**src/hdl/cbs_pkg.sv**
```systemverilog
// Package for the cubic Bezier sub-curve unit: beat types, fixed-point constants and lerp.
// Depends on nothing; used by cbs_div and cubic_bezier_subcurve_unit.
package cbs_pkg;

  localparam int unsigned CoordW = 24;
  localparam int unsigned TW     = 17;
  localparam logic [TW-1:0] TOne = 17'h10000;

  typedef logic signed [CoordW-1:0] coord_t;
  typedef logic [TW-1:0] tq_t;

  typedef struct packed {
    coord_t start_x;
    coord_t start_y;
    coord_t ctrl_a_x;
    coord_t ctrl_a_y;
    coord_t ctrl_b_x;
    coord_t ctrl_b_y;
    coord_t end_x;
    coord_t end_y;
    tq_t    t_from;
    tq_t    t_to;
  } in_beat_t;

  typedef struct packed {
    coord_t sub_start_x;
    coord_t sub_start_y;
    coord_t sub_ctrl_a_x;
    coord_t sub_ctrl_a_y;
    coord_t sub_ctrl_b_x;
    coord_t sub_ctrl_b_y;
    coord_t sub_end_x;
    coord_t sub_end_y;
  } out_beat_t;

  typedef enum logic [1:0] {
    MODE_SPLIT = 2'd0,
    MODE_PASS  = 2'd1,
    MODE_END   = 2'd2,
    MODE_START = 2'd3
  } mode_e;

  // a + round((b - a) * t / 2^16), ties toward +inf; result stays between a and b
  function automatic coord_t lerp(coord_t a, coord_t b, tq_t t);
    logic signed [CoordW:0]      diff;
    logic signed [CoordW+TW+1:0] prod;
    logic signed [CoordW+TW+1:0] sh;
    diff = {a[CoordW-1], a} - {b[CoordW-1], b};
    diff = -diff;
    prod = diff * $signed({1'b0, t}) + (CoordW+TW+2)'(32768);
    sh   = prod >>> 16;
    return coord_t'(a + sh[CoordW-1:0]);
  endfunction

endpackage

```
**src/hdl/cbs_div.sv**
```systemverilog
// Pipelined restoring divider: q = (num * 2^16 + d/2) / d, one quotient bit per stage.
// Depends on cbs_pkg.
module cbs_div import cbs_pkg::*; #(
  parameter int unsigned Stages = 17
) (
  input  logic          clk_i,
  input  logic [TW-1:0] num_i,
  input  logic [TW-1:0] den_i,
  output logic [TW-1:0] quo_o
);
  // dividend < 2^34, quotient fits 17 bits since num <= den
  localparam int unsigned NW = 34;

  logic [NW-1:0] rem_q [Stages+1];
  logic [TW-1:0] den_q [Stages+1];
  logic [TW-1:0] quo_q [Stages+1];
  logic [NW-1:0] dvd_q [Stages+1];

  // the upper dividend bits are already below the divisor; start from them
  always_comb begin
    dvd_q[0] = {1'b0, num_i, 16'h0} + NW'(den_i >> 1);
    rem_q[0] = NW'(dvd_q[0][NW-1:Stages]);
    den_q[0] = den_i;
    quo_q[0] = '0;
  end

  for (genvar s = 0; s < Stages; s++) begin : g_stage
    logic [NW:0] rem_d;
    logic [NW:0] sub_d;
    always_comb begin
      rem_d = {rem_q[s], dvd_q[s][Stages-1-s]};
      sub_d = rem_d - (NW+1)'(den_q[s]);
    end
    always_ff @(posedge clk_i) begin
      if (!sub_d[NW]) begin
        rem_q[s+1] <= sub_d[NW-1:0];
        quo_q[s+1] <= {quo_q[s][TW-2:0], 1'b1};
      end else begin
        rem_q[s+1] <= rem_d[NW-1:0];
        quo_q[s+1] <= {quo_q[s][TW-2:0], 1'b0};
      end
      den_q[s+1] <= den_q[s];
      dvd_q[s+1] <= dvd_q[s];
    end
  end

  assign quo_o = quo_q[Stages];

endmodule

```
**config.mk**
```make
export PLATFORM = sky130hd
export DESIGN_NAME = cbs_div
export DESIGN_NICKNAME = d
export VERILOG_FILES = /design/src/hdl/cbs_pkg.sv /design/src/hdl/cbs_div.sv
export SDC_FILE = /design/constraint.sdc
export NUM_CORES = 2
export LEC_CHECK = 0
export CORE_MARGIN = 8
export CORE_UTILIZATION = 58
export CTS_BUF_LIST = sky130_fd_sc_hd__clkbuf_2
export DETAILED_ROUTE_END_ITERATION = 8
export DONT_BUFFER_PORTS = 1
export HOLD_SLACK_MARGIN = 0.08
export MAX_ROUTING_LAYER = met4
export PLACE_DENSITY = 0.74
export SLEW_MARGIN = 20
export SYNTH_ARGS = -nofsm -noshare
export SYNTH_HDL_FRONTEND = slang
export SYNTH_SLANG_ARGS = --single-unit
```
**constraint.sdc**
```tcl
create_clock -name clk_i -period 4.3 [get_ports clk_i]
set_input_delay 0.86 -clock clk_i [delete_from_list [all_inputs] [get_ports clk_i]]
set_output_delay 0.86 -clock clk_i [all_outputs]
set_load 0.01 [all_outputs]
```
==> impl_metrics.csv <==
group,metric,value,unit
sta,period_needed,4370,ps
clocking,clk_path_buf_depth,3,
critical_path,required,5610,ps
run,max_cap_violations,0,
floorplanning,start_util,58.5,%
sta,setup_violations,10,
cells_and_area,multiInputGateArea,0.0202,sq mm
clocking,htree_levels,4,
synth,yosysSeqAreaShare,46.6,%
synth,yosysTopAreaCellShare,46.6,%
sta,fin_hold_ws,288,ps
sta,finClkSkew,95.8,ps
critical_path,critical_path_class,"input port to flip-flop",
outcome,violations,"setup timing",
sta,worst_slack,-70.3,ps
synth,avgSynthCellArea,9.48,sq um
synth,synth.area.top_cells,"dfxtp_1, ha_1, xor2_1",
min_path,hold_path.class,"flip-flop to flip-flop",
critical_path,cp.arrival,5680,ps
synth,synth.ff_latch_count,954,
cells_and_area,layout-drive-gt1-share,9.93,%
global_routing,grt_max_degree,49,
synth,syn_area,0.0410,sq mm
placed_design,port_buffers,0,
critical_path,crit_path_end_kind,"flip-flop",
pwr,p_total,30200,uW
synth,synth_top_cell_by_area,"dfxtp_1",
sta,hold_viol_final,0,
routing,num_vias,30300,
cells_and_area,fill_cells,5794,
sta,relSlewSlack,33.5,%
routing,firstDrtPassIters,6,
placed_design,hpwl,59.2,mm
floorplanning,die_y,282,um
synth,syn_nets,4660,
floorplanning,row_count,97,
global_routing,grt_pass1_wl,135,mm
synth,synth_cell_type_count,85,
cells_and_area,nets,4910,
placed_design,place_area,0.0421,sq mm
clocking,cts_tree,"done",
routing,wl,80.2,mm
cells_and_area,syn2layout_area_growth,9.90,%
cells_and_area,final_area,0.0450,sq mm
global_routing,grt_usage,20.6,%
routing,drtAntennaViolNets,0,
cells_and_area,mostFrequentLayoutCell,"dfxtp_1",
routing,drtIter0Drc,1309,
routing,drt-wirelength-per-cell,14.1,um
pwr,max-vdd-ir-drop,0.314,mV
outcome,status,"complete, but fails checks",
routing,drc,0,
synth,synth-edff-count,0,
clocking,ctsRootBufferMaster,"clkbuf_2",
synth,synth_top_flop_cell,"dfxtp_1",
sta,fmax,0.229,GHz
critical_path,start_kind,"input port",
clocking,numCtsBuffers,227,
cells_and_area,seq_area,0.0191,sq mm
synth,ys_warn_count,0,
pwr,p_leak,0.0206,uW
clocking,insertion_delay,1380,ps
cells_and_area,mostFrequentLayoutCells,"dfxtp_1, inv_1, nand2_1",
clocking,cts_sinks,954,
sta,tightest_slew,993,ps
global_routing,grt_overflow,0,
floorplanning,dieArea,0.0794,sq mm
floorplanning,dieWidth,282,um
sta,drv_slew,0,
sta,fin_crit_sh,102,%
placed_design,place_congestion,0.912,
critical_path,crit_fanout,7,
routing,via_per_inst,5.34,
clocking,cts.clk_slew.worst_paths,100,ps
synth,async_flop_share,0,%
placed_design,place_ws,388,ps
global_routing,grt_pass1_vias,30700,
global_routing,antenna_found_initial,2,
floorplanning,io_pins,52,
pwr,p_per_area,670,mW/mm^2
synth,synthCells,4321,
floorplanning,core_area,0.0700,sq mm
## cell type report
class / count / share of cell area (%)
clock buffers: 295 / 3.28
repair buffers: 124 / 2.58
inverters: 346 / 2.88
clock inverters: 97 / 1.23
well taps: 940 / 2.61
flip-flops and latches: 954 / 42.4
diodes: 4 / 0.0222
multi-input cells: 2918 / 45.0
## synth_stat cells (all sizes together) (63+ instances only)
library cell and instances:
ha 288, xnor2 212, xor2 231, dfxtp 954, a21o 107, o21ai 306, nor4 72, clkbuf 73
nor3 113, nand3 79, a21oi 205, nand2b 78, nor2 264, nand2 342, o21a 63, inv 344
## metrics by stage
step	instances	TNS (ps)	util, %
final	5678	-410	64.3
after global routing	5678	-107	64.3
after CTS	5668	0	64.1
after detailed placement	5193	0	60.1
after global placement	5193	0	60.1
after floorplan	4321	0	-
## power breakdown
part	internal (uW)	switching, uW	total, uW
Clock	2180	3450	5620
Combinational	5390	6210	11600
Sequential	11300	1670	13000
## registers in the layout, indices dropped and copies added, names as in the netlist
signal         cells
dvd_q            120
den_q            152
g_stage.rem_d    529
quo_o             17
quo_q            136
## final timing paths
check / cells past startpoint / slack, ps / endpoint / from
min: 0 / 290 / quo_q[157] / quo_q[173]
max reg2reg: 12 / 540 / g_stage[3].rem_d[34] / dvd_q[511]
min reg2reg: 0 / 290 / quo_q[157] / quo_q[173]
max: 17 / -70 / g_stage[1].rem_d[12] / den_i[2]
## routing by layer
layer | global-route usage, % | routed length (um) | vias to the layer above | share of wire (%)
met5 | - | 0 | - | 0
met4 | 10.3 | 3140 | 0 | 3.9
met3 | 4.25 | 3080 | 233 | 3.8
met2 | 39.5 | 43200 | 606 | 54
met1 | 19.2 | 30800 | 14000 | 38
li1 | - | - | 15500 | -
## kinds of logic after synthesis
family,after synthesis,share of synthesized area (%)
AND/OR/NAND/NOR,1210,14.6
flip-flops,954,46.6
AO/OA/AOI/OAI,901,13.8
buffers and inverters,449,4.29
XOR/XNOR,443,9.47
adder cells (fa/ha/maj),304,9.58
multiplexers,59,1.60
other,1,0.00915
## timing repair
| action | CTS | global route |
|---|---|---|
| buffers inserted | 0 | 4 |
| hold buffers | 83 | 0 |
| hold endpoints to repair | 36 | 0 |
| resized for setup | 0 | 9 |
| endpoints found under the setup margin | 0 | 15 |
## critical path, stage by stage
cell and delay, ps:
dlygate4sd3_1 520, dlygate4sd3_1 580, inv_1 50, ha_1 320
nor2b_1 170, o31a_1 300, nor3_4 180, o31ai_2 140
a221oi_2 360, o21ai_2 140, o41ai_4 440, buf_4 200
buf_6 130, nand2_1 70, dlygate4sd3_1 560, o21ai_0 80
dlygate4sd3_1 560
No activity file was read; power rests on OpenSTA's default activity.
